[src/hdl/kfpv_pkg.sv]
// Shared constants, codes and the saturating clamp of the 1-D position/velocity Kalman filter.
// No dependencies; used by every module of the block.
`default_nettype none

package kfpv_pkg;

  localparam int FRAC_BITS = 16;
  localparam int DATA_W    = 32;
  localparam int VAR_W     = 31;
  localparam int CFG_IDX_W = 3;

  // divider: numerator is |value| << FRAC_BITS, divisor is P00 + R
  localparam int NUM_W  = DATA_W + FRAC_BITS;
  localparam int DEN_W  = VAR_W + 2;
  localparam int REM_W  = DEN_W + 1;
  localparam int CNT_W  = $clog2(NUM_W + 1);

  localparam int PROD_W = 2 * DATA_W;
  localparam int ACC_W  = DATA_W + 4;

  localparam logic [VAR_W-1:0] ONE_RST      = VAR_W'(64'd1 << FRAC_BITS);
  localparam logic [VAR_W-1:0] INIT_VAR_RST = VAR_W'(64'd1000 << FRAC_BITS);

  typedef enum logic [CFG_IDX_W-1:0] {
    REG_DT       = 3'd0,
    REG_MEAS_R   = 3'd1,
    REG_Q_POS    = 3'd2,
    REG_Q_VEL    = 3'd3,
    REG_U_POS    = 3'd4,
    REG_U_VEL    = 3'd5,
    REG_INIT_VAR = 3'd6
  } cfg_idx_e;

  typedef enum logic [1:0] {
    ST_IDLE,
    ST_DIV,
    ST_CALC,
    ST_DONE
  } state_e;

  // named after the step's multiply, else its write-back; the previous product retires alongside
  typedef enum logic [3:0] {
    STEP_K0Y,
    STEP_K1Y,
    STEP_K1P01,
    STEP_K0P00,
    STEP_K0P01,
    STEP_DTP11,
    STEP_DTP01,
    STEP_DTP01N,
    STEP_DTVEL,
    STEP_POS,
    STEP_P11,
    STEP_VEL
  } step_e;

  typedef struct packed {
    logic signed [DATA_W-1:0] val;
    logic                     sat;
  } sat_t;

  // clamp to the signed word range, or to [0, 2^31-1] for variances
  function automatic sat_t clamp(input logic signed [PROD_W-1:0] v, input logic var_mode);
    sat_t                     r;
    logic signed [PROD_W-1:0] hi;
    logic signed [PROD_W-1:0] lo;
    hi = {{(PROD_W-DATA_W+1){1'b0}}, {(DATA_W-1){1'b1}}};
    lo = var_mode ? '0 : {{(PROD_W-DATA_W+1){1'b1}}, {(DATA_W-1){1'b0}}};
    if (v > hi) begin
      r.val = hi[DATA_W-1:0];
      r.sat = 1'b1;
    end else if (v < lo) begin
      r.val = lo[DATA_W-1:0];
      r.sat = 1'b1;
    end else begin
      r.val = v[DATA_W-1:0];
      r.sat = 1'b0;
    end
    return r;
  endfunction

endpackage

`default_nettype wire

[src/hdl/kfpv_div.sv]
// Radix-2 restoring divider: two numerators over one shared divisor, one quotient bit a cycle.
// Depends on kfpv_pkg for widths.
`default_nettype none

module kfpv_div import kfpv_pkg::*; (
  input  wire logic             clk_i,
  input  wire logic             rst_ni,
  input  wire logic             start_i,
  input  wire logic [NUM_W-1:0] num0_i,
  input  wire logic [NUM_W-1:0] num1_i,
  input  wire logic [DEN_W-1:0] den_i,
  output logic                  done_o,
  output logic      [NUM_W-1:0] quo0_o,
  output logic      [NUM_W-1:0] quo1_o
);

  logic             busy_q, busy_d;
  logic             done_q, done_d;
  logic [CNT_W-1:0] cnt_q, cnt_d;
  logic [NUM_W-1:0] n0_q, n0_d, n1_q, n1_d;
  logic [REM_W-1:0] r0_q, r0_d, r1_q, r1_d;
  logic [DEN_W-1:0] den_q, den_d;

  logic [REM_W-1:0] t0, t1, dext;
  logic             ge0, ge1;

  assign dext = {1'b0, den_q};
  assign t0   = {r0_q[REM_W-2:0], n0_q[NUM_W-1]};
  assign t1   = {r1_q[REM_W-2:0], n1_q[NUM_W-1]};
  assign ge0  = (t0 >= dext);
  assign ge1  = (t1 >= dext);

  always_comb begin
    busy_d = busy_q;
    done_d = 1'b0;
    cnt_d  = cnt_q;
    n0_d   = n0_q;
    n1_d   = n1_q;
    r0_d   = r0_q;
    r1_d   = r1_q;
    den_d  = den_q;
    if (start_i) begin
      busy_d = 1'b1;
      cnt_d  = CNT_W'(NUM_W);
      n0_d   = num0_i;
      n1_d   = num1_i;
      r0_d   = '0;
      r1_d   = '0;
      den_d  = den_i;
    end else if (busy_q) begin
      r0_d  = ge0 ? (t0 - dext) : t0;
      r1_d  = ge1 ? (t1 - dext) : t1;
      n0_d  = {n0_q[NUM_W-2:0], ge0};
      n1_d  = {n1_q[NUM_W-2:0], ge1};
      cnt_d = cnt_q - CNT_W'(1);
      if (cnt_q == CNT_W'(1)) begin
        busy_d = 1'b0;
        done_d = 1'b1;
      end
    end
  end

  always_ff @(posedge clk_i or negedge rst_ni) begin
    if (!rst_ni) begin
      busy_q <= 1'b0;
      done_q <= 1'b0;
      cnt_q  <= '0;
    end else begin
      busy_q <= busy_d;
      done_q <= done_d;
      cnt_q  <= cnt_d;
    end
  end

  always_ff @(posedge clk_i) begin
    n0_q  <= n0_d;
    n1_q  <= n1_d;
    r0_q  <= r0_d;
    r1_q  <= r1_d;
    den_q <= den_d;
  end

  assign done_o = done_q;
  assign quo0_o = n0_q;
  assign quo1_o = n1_q;

endmodule

`default_nettype wire

[src/hdl/kalman_filter_pos_vel_1d.sv]
// Sequence from accepting a measurement word to result valid: a divider pass for both gains,
// loading them, then 12 shared multiplier and adder steps; when P00 + R is zero the update
// is skipped and only the steps from STEP_DTP11 on are run.
// One word at a time: the next word is taken only once the result leaves.
// Reset (async, active low): state zero, P00 = P11 = 1000.0, registers at their defaults.
// Depends on kfpv_pkg and kfpv_div.
`default_nettype none

module kalman_filter_pos_vel_1d import kfpv_pkg::*; (
  input  wire logic                     clk_i,
  input  wire logic                     rst_ni,
  input  wire logic                     cfg_we_i,
  input  wire logic     [CFG_IDX_W-1:0] cfg_idx_i,
  input  wire logic        [DATA_W-1:0] cfg_wdata_i,
  input  wire logic                     meas_valid_i,
  output logic                          meas_stall_o,
  input  wire logic signed [DATA_W-1:0] meas_value_i,
  output logic                          res_valid_o,
  input  wire logic                     res_stall_i,
  output logic signed      [DATA_W-1:0] pos_est_o,
  output logic signed      [DATA_W-1:0] vel_est_o,
  output logic              [VAR_W-1:0] var_pos_o,
  output logic signed      [DATA_W-1:0] cov_pos_vel_o,
  output logic              [VAR_W-1:0] var_vel_o,
  output logic                          saturated_o
);

  // configuration
  logic        [VAR_W-1:0]  dt_q, r_q, q00_q, q11_q;
  logic signed [DATA_W-1:0] u0_q, u1_q;

  // control
  state_e state_q, state_d;
  step_e  step_q, step_d;
  logic   skip_q, skip_d;
  logic   flag_q, flag_d;

  // filter state and working registers
  logic signed [DATA_W-1:0] pos_q, pos_d, vel_q, vel_d;
  logic signed [DATA_W-1:0] p00_q, p00_d, p01_q, p01_d, p11_q, p11_d;
  logic signed [DATA_W-1:0] z_q, z_d, y_q, y_d, k0_q, k0_d, k1_q, k1_d;
  logic signed [DATA_W-1:0] m1_q, m1_d, p01n_q, p01n_d;
  logic signed [PROD_W-1:0] prod_q, prod_d;

  // shared datapath
  logic signed [DATA_W-1:0] ma, mb;
  logic signed [ACC_W-1:0]  opa, opb, opc, opd, sum;
  logic                     var_mode, use_add, use_fm;
  sat_t                     add_res, fm_res, k1_res;

  // divider
  logic                     div_start, div_done;
  logic [NUM_W-1:0]         div_num0, div_num1, div_q0, div_q1;
  logic [DEN_W-1:0]         s_sum;
  logic [DATA_W-1:0]        p01_abs;
  logic signed [PROD_W-1:0] k1_mag;

  function automatic logic signed [ACC_W-1:0] sx(input logic signed [DATA_W-1:0] v);
    return {{(ACC_W-DATA_W){v[DATA_W-1]}}, v};
  endfunction

  function automatic logic signed [ACC_W-1:0] ux(input logic [VAR_W-1:0] v);
    return {{(ACC_W-VAR_W){1'b0}}, v};
  endfunction

  assign s_sum    = {2'b00, p00_q[VAR_W-1:0]} + {2'b00, r_q};
  assign p01_abs  = p01_q[DATA_W-1] ? (~p01_q + DATA_W'(1)) : p01_q;
  assign div_num0 = {{(NUM_W-VAR_W-FRAC_BITS){1'b0}}, p00_q[VAR_W-1:0], {FRAC_BITS{1'b0}}};
  assign div_num1 = {p01_abs, {FRAC_BITS{1'b0}}};

  kfpv_div u_div (
    .clk_i   (clk_i),
    .rst_ni  (rst_ni),
    .start_i (div_start),
    .num0_i  (div_num0),
    .num1_i  (div_num1),
    .den_i   (s_sum),
    .done_o  (div_done),
    .quo0_o  (div_q0),
    .quo1_o  (div_q1)
  );

  assign k1_mag = {{(PROD_W-NUM_W){1'b0}}, div_q1};
  assign k1_res = clamp(p01_q[DATA_W-1] ? -k1_mag : k1_mag, 1'b0);

  assign prod_d = ma * mb;
  assign fm_res = clamp(prod_q >>> FRAC_BITS, 1'b0);
  assign sum     = opa + opb + opc + opd;
  assign add_res = clamp({{(PROD_W-ACC_W){sum[ACC_W-1]}}, sum}, var_mode);

  // operand selection for the shared multiplier and adder
  always_comb begin
    ma       = signed'({1'b0, dt_q});
    mb       = vel_q;
    opa      = '0;
    opb      = '0;
    opc      = '0;
    opd      = '0;
    var_mode = 1'b0;
    use_add  = 1'b0;
    use_fm   = 1'b0;
    case (state_q)
      ST_DIV: begin
        opa     = sx(z_q);
        opb     = -sx(pos_q);
        use_add = 1'b1;
      end
      ST_CALC: begin
        case (step_q)
          STEP_K0Y: begin
            ma = k0_q;
            mb = y_q;
          end
          STEP_K1Y: begin
            ma      = k1_q;
            mb      = y_q;
            opa     = sx(pos_q);
            opb     = sx(fm_res.val);
            use_add = 1'b1;
            use_fm  = 1'b1;
          end
          STEP_K1P01: begin
            ma      = k1_q;
            mb      = p01_q;
            opa     = sx(vel_q);
            opb     = sx(fm_res.val);
            use_add = 1'b1;
            use_fm  = 1'b1;
          end
          STEP_K0P00: begin
            ma       = k0_q;
            mb       = p00_q;
            opa      = sx(p11_q);
            opb      = -sx(fm_res.val);
            var_mode = 1'b1;
            use_add  = 1'b1;
            use_fm   = 1'b1;
          end
          STEP_K0P01: begin
            ma       = k0_q;
            mb       = p01_q;
            opa      = sx(p00_q);
            opb      = -sx(fm_res.val);
            var_mode = 1'b1;
            use_add  = 1'b1;
            use_fm   = 1'b1;
          end
          STEP_DTP11: begin
            mb      = p11_q;
            opa     = sx(p01_q);
            opb     = -sx(fm_res.val);
            use_add = !skip_q;
            use_fm  = !skip_q;
          end
          STEP_DTP01: begin
            mb      = p01_q;
            opa     = sx(p01_q);
            opb     = sx(fm_res.val);
            use_add = 1'b1;
            use_fm  = 1'b1;
          end
          STEP_DTP01N: begin
            mb     = p01n_q;
            use_fm = 1'b1;
          end
          STEP_DTVEL: begin
            mb       = vel_q;
            opa      = sx(p00_q);
            opb      = sx(m1_q);
            opc      = sx(fm_res.val);
            opd      = ux(q00_q);
            var_mode = 1'b1;
            use_add  = 1'b1;
            use_fm   = 1'b1;
          end
          STEP_POS: begin
            opa     = sx(pos_q);
            opb     = sx(fm_res.val);
            opc     = sx(u0_q);
            use_add = 1'b1;
            use_fm  = 1'b1;
          end
          STEP_P11: begin
            opa      = sx(p11_q);
            opb      = ux(q11_q);
            var_mode = 1'b1;
            use_add  = 1'b1;
          end
          STEP_VEL: begin
            opa     = sx(vel_q);
            opb     = sx(u1_q);
            use_add = 1'b1;
          end
          default: begin
          end
        endcase
      end
      default: begin
      end
    endcase
  end

  // sequencer and write-back
  always_comb begin
    state_d   = state_q;
    step_d    = step_q;
    skip_d    = skip_q;
    flag_d    = flag_q | (use_add & add_res.sat) | (use_fm & fm_res.sat);
    div_start = 1'b0;
    pos_d     = pos_q;
    vel_d     = vel_q;
    p00_d     = p00_q;
    p01_d     = p01_q;
    p11_d     = p11_q;
    z_d       = z_q;
    y_d       = y_q;
    k0_d      = k0_q;
    k1_d      = k1_q;
    m1_d      = m1_q;
    p01n_d    = p01n_q;
    case (state_q)
      ST_IDLE: begin
        if (meas_valid_i) begin
          z_d = meas_value_i;
          if (s_sum == '0) begin
            skip_d  = 1'b1;
            flag_d  = 1'b1;
            step_d  = STEP_DTP11;
            state_d = ST_CALC;
          end else begin
            skip_d    = 1'b0;
            flag_d    = 1'b0;
            div_start = 1'b1;
            state_d   = ST_DIV;
          end
        end
      end
      ST_DIV: begin
        y_d = add_res.val;
        if (div_done) begin
          k0_d    = div_q0[DATA_W-1:0];
          k1_d    = k1_res.val;
          flag_d  = flag_q | add_res.sat | k1_res.sat;
          step_d  = STEP_K0Y;
          state_d = ST_CALC;
        end
      end
      ST_CALC: begin
        step_d = step_e'(step_q + 4'd1);
        case (step_q)
          STEP_K1Y:    pos_d  = add_res.val;
          STEP_K1P01:  vel_d  = add_res.val;
          STEP_K0P00:  p11_d  = add_res.val;
          STEP_K0P01:  p00_d  = add_res.val;
          STEP_DTP11: begin
            if (!skip_q) begin
              p01_d = add_res.val;
            end
          end
          STEP_DTP01:  p01n_d = add_res.val;
          STEP_DTP01N: m1_d   = fm_res.val;
          STEP_DTVEL:  p00_d  = add_res.val;
          STEP_POS:    pos_d  = add_res.val;
          STEP_P11:    p11_d  = add_res.val;
          STEP_VEL: begin
            vel_d   = add_res.val;
            p01_d   = p01n_q;
            state_d = ST_DONE;
          end
          default: begin
          end
        endcase
      end
      ST_DONE: begin
        if (!res_stall_i) begin
          state_d = ST_IDLE;
        end
      end
      default: state_d = ST_IDLE;
    endcase
  end

  always_ff @(posedge clk_i or negedge rst_ni) begin
    if (!rst_ni) begin
      state_q <= ST_IDLE;
      step_q  <= STEP_K0Y;
      skip_q  <= 1'b0;
      flag_q  <= 1'b0;
      pos_q   <= '0;
      vel_q   <= '0;
      p00_q   <= signed'({1'b0, INIT_VAR_RST});
      p01_q   <= '0;
      p11_q   <= signed'({1'b0, INIT_VAR_RST});
    end else begin
      state_q <= state_d;
      step_q  <= step_d;
      skip_q  <= skip_d;
      flag_q  <= flag_d;
      pos_q   <= pos_d;
      vel_q   <= vel_d;
      p00_q   <= p00_d;
      p01_q   <= p01_d;
      p11_q   <= p11_d;
    end
  end

  always_ff @(posedge clk_i) begin
    z_q    <= z_d;
    y_q    <= y_d;
    k0_q   <= k0_d;
    k1_q   <= k1_d;
    m1_q   <= m1_d;
    p01n_q <= p01n_d;
    prod_q <= prod_d;
  end

  // init_variance only matters at reset, which also restores its default: no storage
  always_ff @(posedge clk_i or negedge rst_ni) begin
    if (!rst_ni) begin
      dt_q  <= ONE_RST;
      r_q   <= ONE_RST;
      q00_q <= '0;
      q11_q <= '0;
      u0_q  <= '0;
      u1_q  <= '0;
    end else if (cfg_we_i) begin
      case (cfg_idx_e'(cfg_idx_i))
        REG_DT:       dt_q  <= cfg_wdata_i[VAR_W-1:0];
        REG_MEAS_R:   r_q   <= cfg_wdata_i[VAR_W-1:0];
        REG_Q_POS:    q00_q <= cfg_wdata_i[VAR_W-1:0];
        REG_Q_VEL:    q11_q <= cfg_wdata_i[VAR_W-1:0];
        REG_U_POS:    u0_q  <= signed'(cfg_wdata_i);
        REG_U_VEL:    u1_q  <= signed'(cfg_wdata_i);
        REG_INIT_VAR: ;
        default: ;
      endcase
    end
  end

  assign meas_stall_o  = (state_q != ST_IDLE);
  assign res_valid_o   = (state_q == ST_DONE);
  assign pos_est_o     = pos_q;
  assign vel_est_o     = vel_q;
  assign var_pos_o     = p00_q[VAR_W-1:0];
  assign cov_pos_vel_o = p01_q;
  assign var_vel_o     = p11_q[VAR_W-1:0];
  assign saturated_o   = flag_q;

endmodule

`default_nettype wire

[config.mk]
export PLATFORM = sky130hd
export DESIGN_NAME = kalman_filter_pos_vel_1d
export DESIGN_NICKNAME = d
export VERILOG_FILES = /design/src/hdl/kfpv_pkg.sv /design/src/hdl/kfpv_div.sv /design/src/hdl/kalman_filter_pos_vel_1d.sv
export SDC_FILE = /design/constraint.sdc
export NUM_CORES = 2
export LEC_CHECK = 0
export ABC_AREA = 0
export BUFFER_PORTS_ARGS = -buffer_cell sky130_fd_sc_hd__buf_4
export CORE_AREA = 2 2 372 374
export CTS_BUF_LIST = sky130_fd_sc_hd__clkbuf_16
export DETAILED_ROUTE_END_ITERATION = 6
export DIE_AREA = 0 0 374 376
export GPL_TIMING_DRIVEN = 0
export PLACE_DENSITY = 0.78
export SETUP_SLACK_MARGIN = 0.5
export SLEW_MARGIN = 20
export SYNTH_ARGS = -nofsm -noshare
export SYNTH_HDL_FRONTEND = slang
export SYNTH_SLANG_ARGS = --single-unit
[constraint.sdc]
create_clock -name clk_i -period 21 [get_ports clk_i]
set_clock_uncertainty 0.1 [all_clocks]
set_input_delay 3.15 -clock clk_i [delete_from_list [all_inputs] [get_ports clk_i]]
set_output_delay 3.15 -clock clk_i [all_outputs]
set_load 0.02 [all_outputs]
==> impl_results.md <==
* Main synth FF type: dfrtp_1
* Die area at 0.141 mm2
* Syn Area/Cell at 9.29 um2
* CTS tree: built
* PortBufs at 232
* Synth top area cells: fa_1 28%, dfrtp_1 11%, edfxtp_1 10%, inv_1 6.6%, nand2_1 6.1%
* Post-CTS Setup Inserts at 0
* CP peak stage delay at 0.95 ns
* YS warnings at 0
* First-pass GRT wire length at 502000 um
* Largest family of logic cells by synthesized area: adder cells
* Flop2flop setup slack at 6.91 ns
* Vias in the first global route at 71800
* Setup ws final at 6.91 ns
* Num CTS Buffers at 89
* Final Hold Viols at 0
* Routed len/inst at 31.4 um
* Pre-Repair DR Iteration Count at 7
* Tmin final at 14.09 ns
* Ports at 233
* Post-synthesis compound-gate area fraction at 13.3%
* CTS Hold Bufs at 0
* Drc violations at 54
* R2r endpoint: prod_q[49]
* ANT nets after route at 0
* DR vias at 73300
* Synthesized flop and latch total at 798
* Setup total negative slack at 0 ns
* Post-Synthesis Cells at 8929
* Final setup viols at 0
* Hold_sp: u_div.quo0_o[20]
* Adder-Cell Fraction of Synth Area at 32.8%
* Post-synthesis async set-or-reset flop share at 45.6%
* Critical path class: reg2reg
* Commonest non-fill, non-tap cell in the layout: inv_1
* DP Cell Count at 11000
* P&R area growth vs syn at 9.72%
* Top Metal Used: met5
* Row Count at 136
* CTS HTree Levels at 3
* Worst Hold Class: reg2reg
* Largest net degree at the start of global routing at 101
* CP Data Required Time at 21.51 ns
* Critical Path End Type: flip-flop
* Core Util, Final at 66.6%
* Cell Count, Final, Fillers Out at 11200
* Post-Syn Area at 0.0829 mm2
* Post-synth top area cell: fa_1
* Status: finished with violations
* Max Fclk at 71.0 MHz
* Starting Density at 60.7%
* Wl on met1 at 122000 um
* Total grt overflow at 0
* Clock latency on the worst-skew pair at 0.73 ns
* Worst R2R Start: step_q[1]
* Initial antenna violation count at 45
* Worst path slowest cell: o221ai_1
* # fillers at 11100
* Fin. max-slew vios at 0
* Worst R2R Path Depth at 36
* Worst Hold Endpoint: k0_q[20]
* Metal3 WL at 54000 um
* Crit path arrival time at 14.60 ns
* Layout cell share with drive strength beyond 1 at 9.73%
* Die Y-Extent at 376 um
* Synth top area share at 27.8%
* Crit path max fanout at 10
* Met2 wire len at 142000 um
* CP Launch Type: flip-flop
* Post-CTS sizing at 0
* Vias per Instance at 6.53
* Distinct cell type count after synthesis at 106
* Hold Crit Depth at 0
* Nets at 10900
* Starting DRT DRC Count at 10600
* Failing checks: DRC
* Post-synth EDFFs at 287
* Synth Area in Simple Gates at 13.0%
* Root Buffer: clkbuf_16
* Register area share after synthesis at 24.9%
* CTS max path bufs at 3
* RSZ-0062 raised after global routing: false
* Slew margin rel. at 11.9%
* Worst-Margin Slew at 1.32 ns
* Max Cap Viol at 0
* Die Width at 374 um
* Placer's final routability congestion estimate at 1.08
* Sink Count at 798
* Syn nets at 10500
* Worst-path clk slew at 0.07 ns
* Crit share post-route at 67.1%
* Setup WS pre-CTS at 7.69 ns
* XOR/XNOR Fraction of Synth Area at 2.83%
* Most frequent cells in the layout: 1466 x inv_1, 1338 x nand2_1, 1150 x fa_1
* Mux contribution to synthesized area at 3.65%
* Final WL at 352000 um
* Core area at 0.137 mm2
* Overall routing resource usage at 50.3%
* Post-DP HPWL at 282000 um
registers in the layout, summed over array words and instances, names as in the netlist, 33 cells and up:
name,cells
u_div.r0_q,33
prod_q,48
u_div.quo1_o,48
u_div.r1_q,33
u_div.quo0_o,48
synth_stat cells (33+ instances only):
cell type	n
a222oi_1	61
a21oi_1	356
nor2b_1	61
fa_1	1150
ha_1	333
or3_1	35
nand2_1	1338
xor2_1	108
a22o_1	72
a211oi_2	37
buf_4	63
o21ai_0	467
xnor2_1	155
dfxtp_1	147
and3_1	33
a21o_1	120
clkbuf_1	434
nor2_1	510
a211oi_1	81
o31ai_1	46
and2_1	76
mux2i_1	81
mux2_2	197
nand3_1	64
dfrtp_1	350
nand4_1	42
nor4_1	38
inv_1	1447
a22oi_1	102
o21a_1	33
edfxtp_1	287
nor3_1	71
nand2b_1	53
worst max-delay path, delay by kind of cell (launching register included):
kind,cells,cell delay (ns)
adders and majority gates,10,4.89
AOI/OAI and AO/OA,6,3.01
DFF,1,0.42
and+or+nand+nor,7,2.22
buffers and inverters,12,3.15
xor gates and xnor gates,1,0.13
logic make-up (layout without fill, tap and decap cells):
group	after synthesis	count (layout)
AND/OR/NAND/NOR	2440	2440
adder cells (fa/ha/maj)	1483	1483
flip-flops	798	798
multiplexers	278	278
other	0	46
buffers and inverters	2003	2458
XOR/XNOR	265	265
AO/OA/AOI/OAI	1662	1662
layout make-up:
class	instances	area, um2	area share, %
well taps	1794	2240	2.47
diodes	46	115	0.127
repair buffers	288	2500	2.75
multi-input cells	6128	54700	60.1
plain buffers	552	2420	2.66
flip-flops and latches	798	20700	22.7
inverters	1451	5450	5.99
clock buffers	95	2380	2.61
clock inverters	72	469	0.516
metrics by stage:
stage | cell area, um2 | hold slack [ns]
floorplan | 82900 | 0.327
global placement | 86900 | 0.332
detailed placement | 88000 | 0.340
CTS | 90800 | 0.355
global route | 90900 | 0.358
finish | 91000 | 0.359
metal layers:
metal,vias up,track usage [%]
met5,-,2.57
met4,48,38.4
met3,1416,21.0
met2,5727,68.9
met1,36300,62.8
li1,29800,-
worst max path at each step:
| stage | start | to | slack, ns | cells after the start |
|---|---|---|---|---|
| 2_1_floorplan | step_q[0] | prod_q[63] | 11.55 | 35 |
| 3_3_place_gp | prod_q[47] | y_q[12] | 7.63 | 39 |
| 3_5_place_dp | step_q[0] | prod_q[49] | 7.69 | 35 |
| 4_1_cts | step_q[2] | prod_q[49] | 7.67 | 34 |
| 5_1_grt | step_q[1] | prod_q[49] | 6.90 | 36 |
| 6_report | step_q[1] | prod_q[49] | 6.91 | 36 |
Power is not shown: default switching activity piles up to over one toggle a cycle in this logic, so the estimate is an artifact.
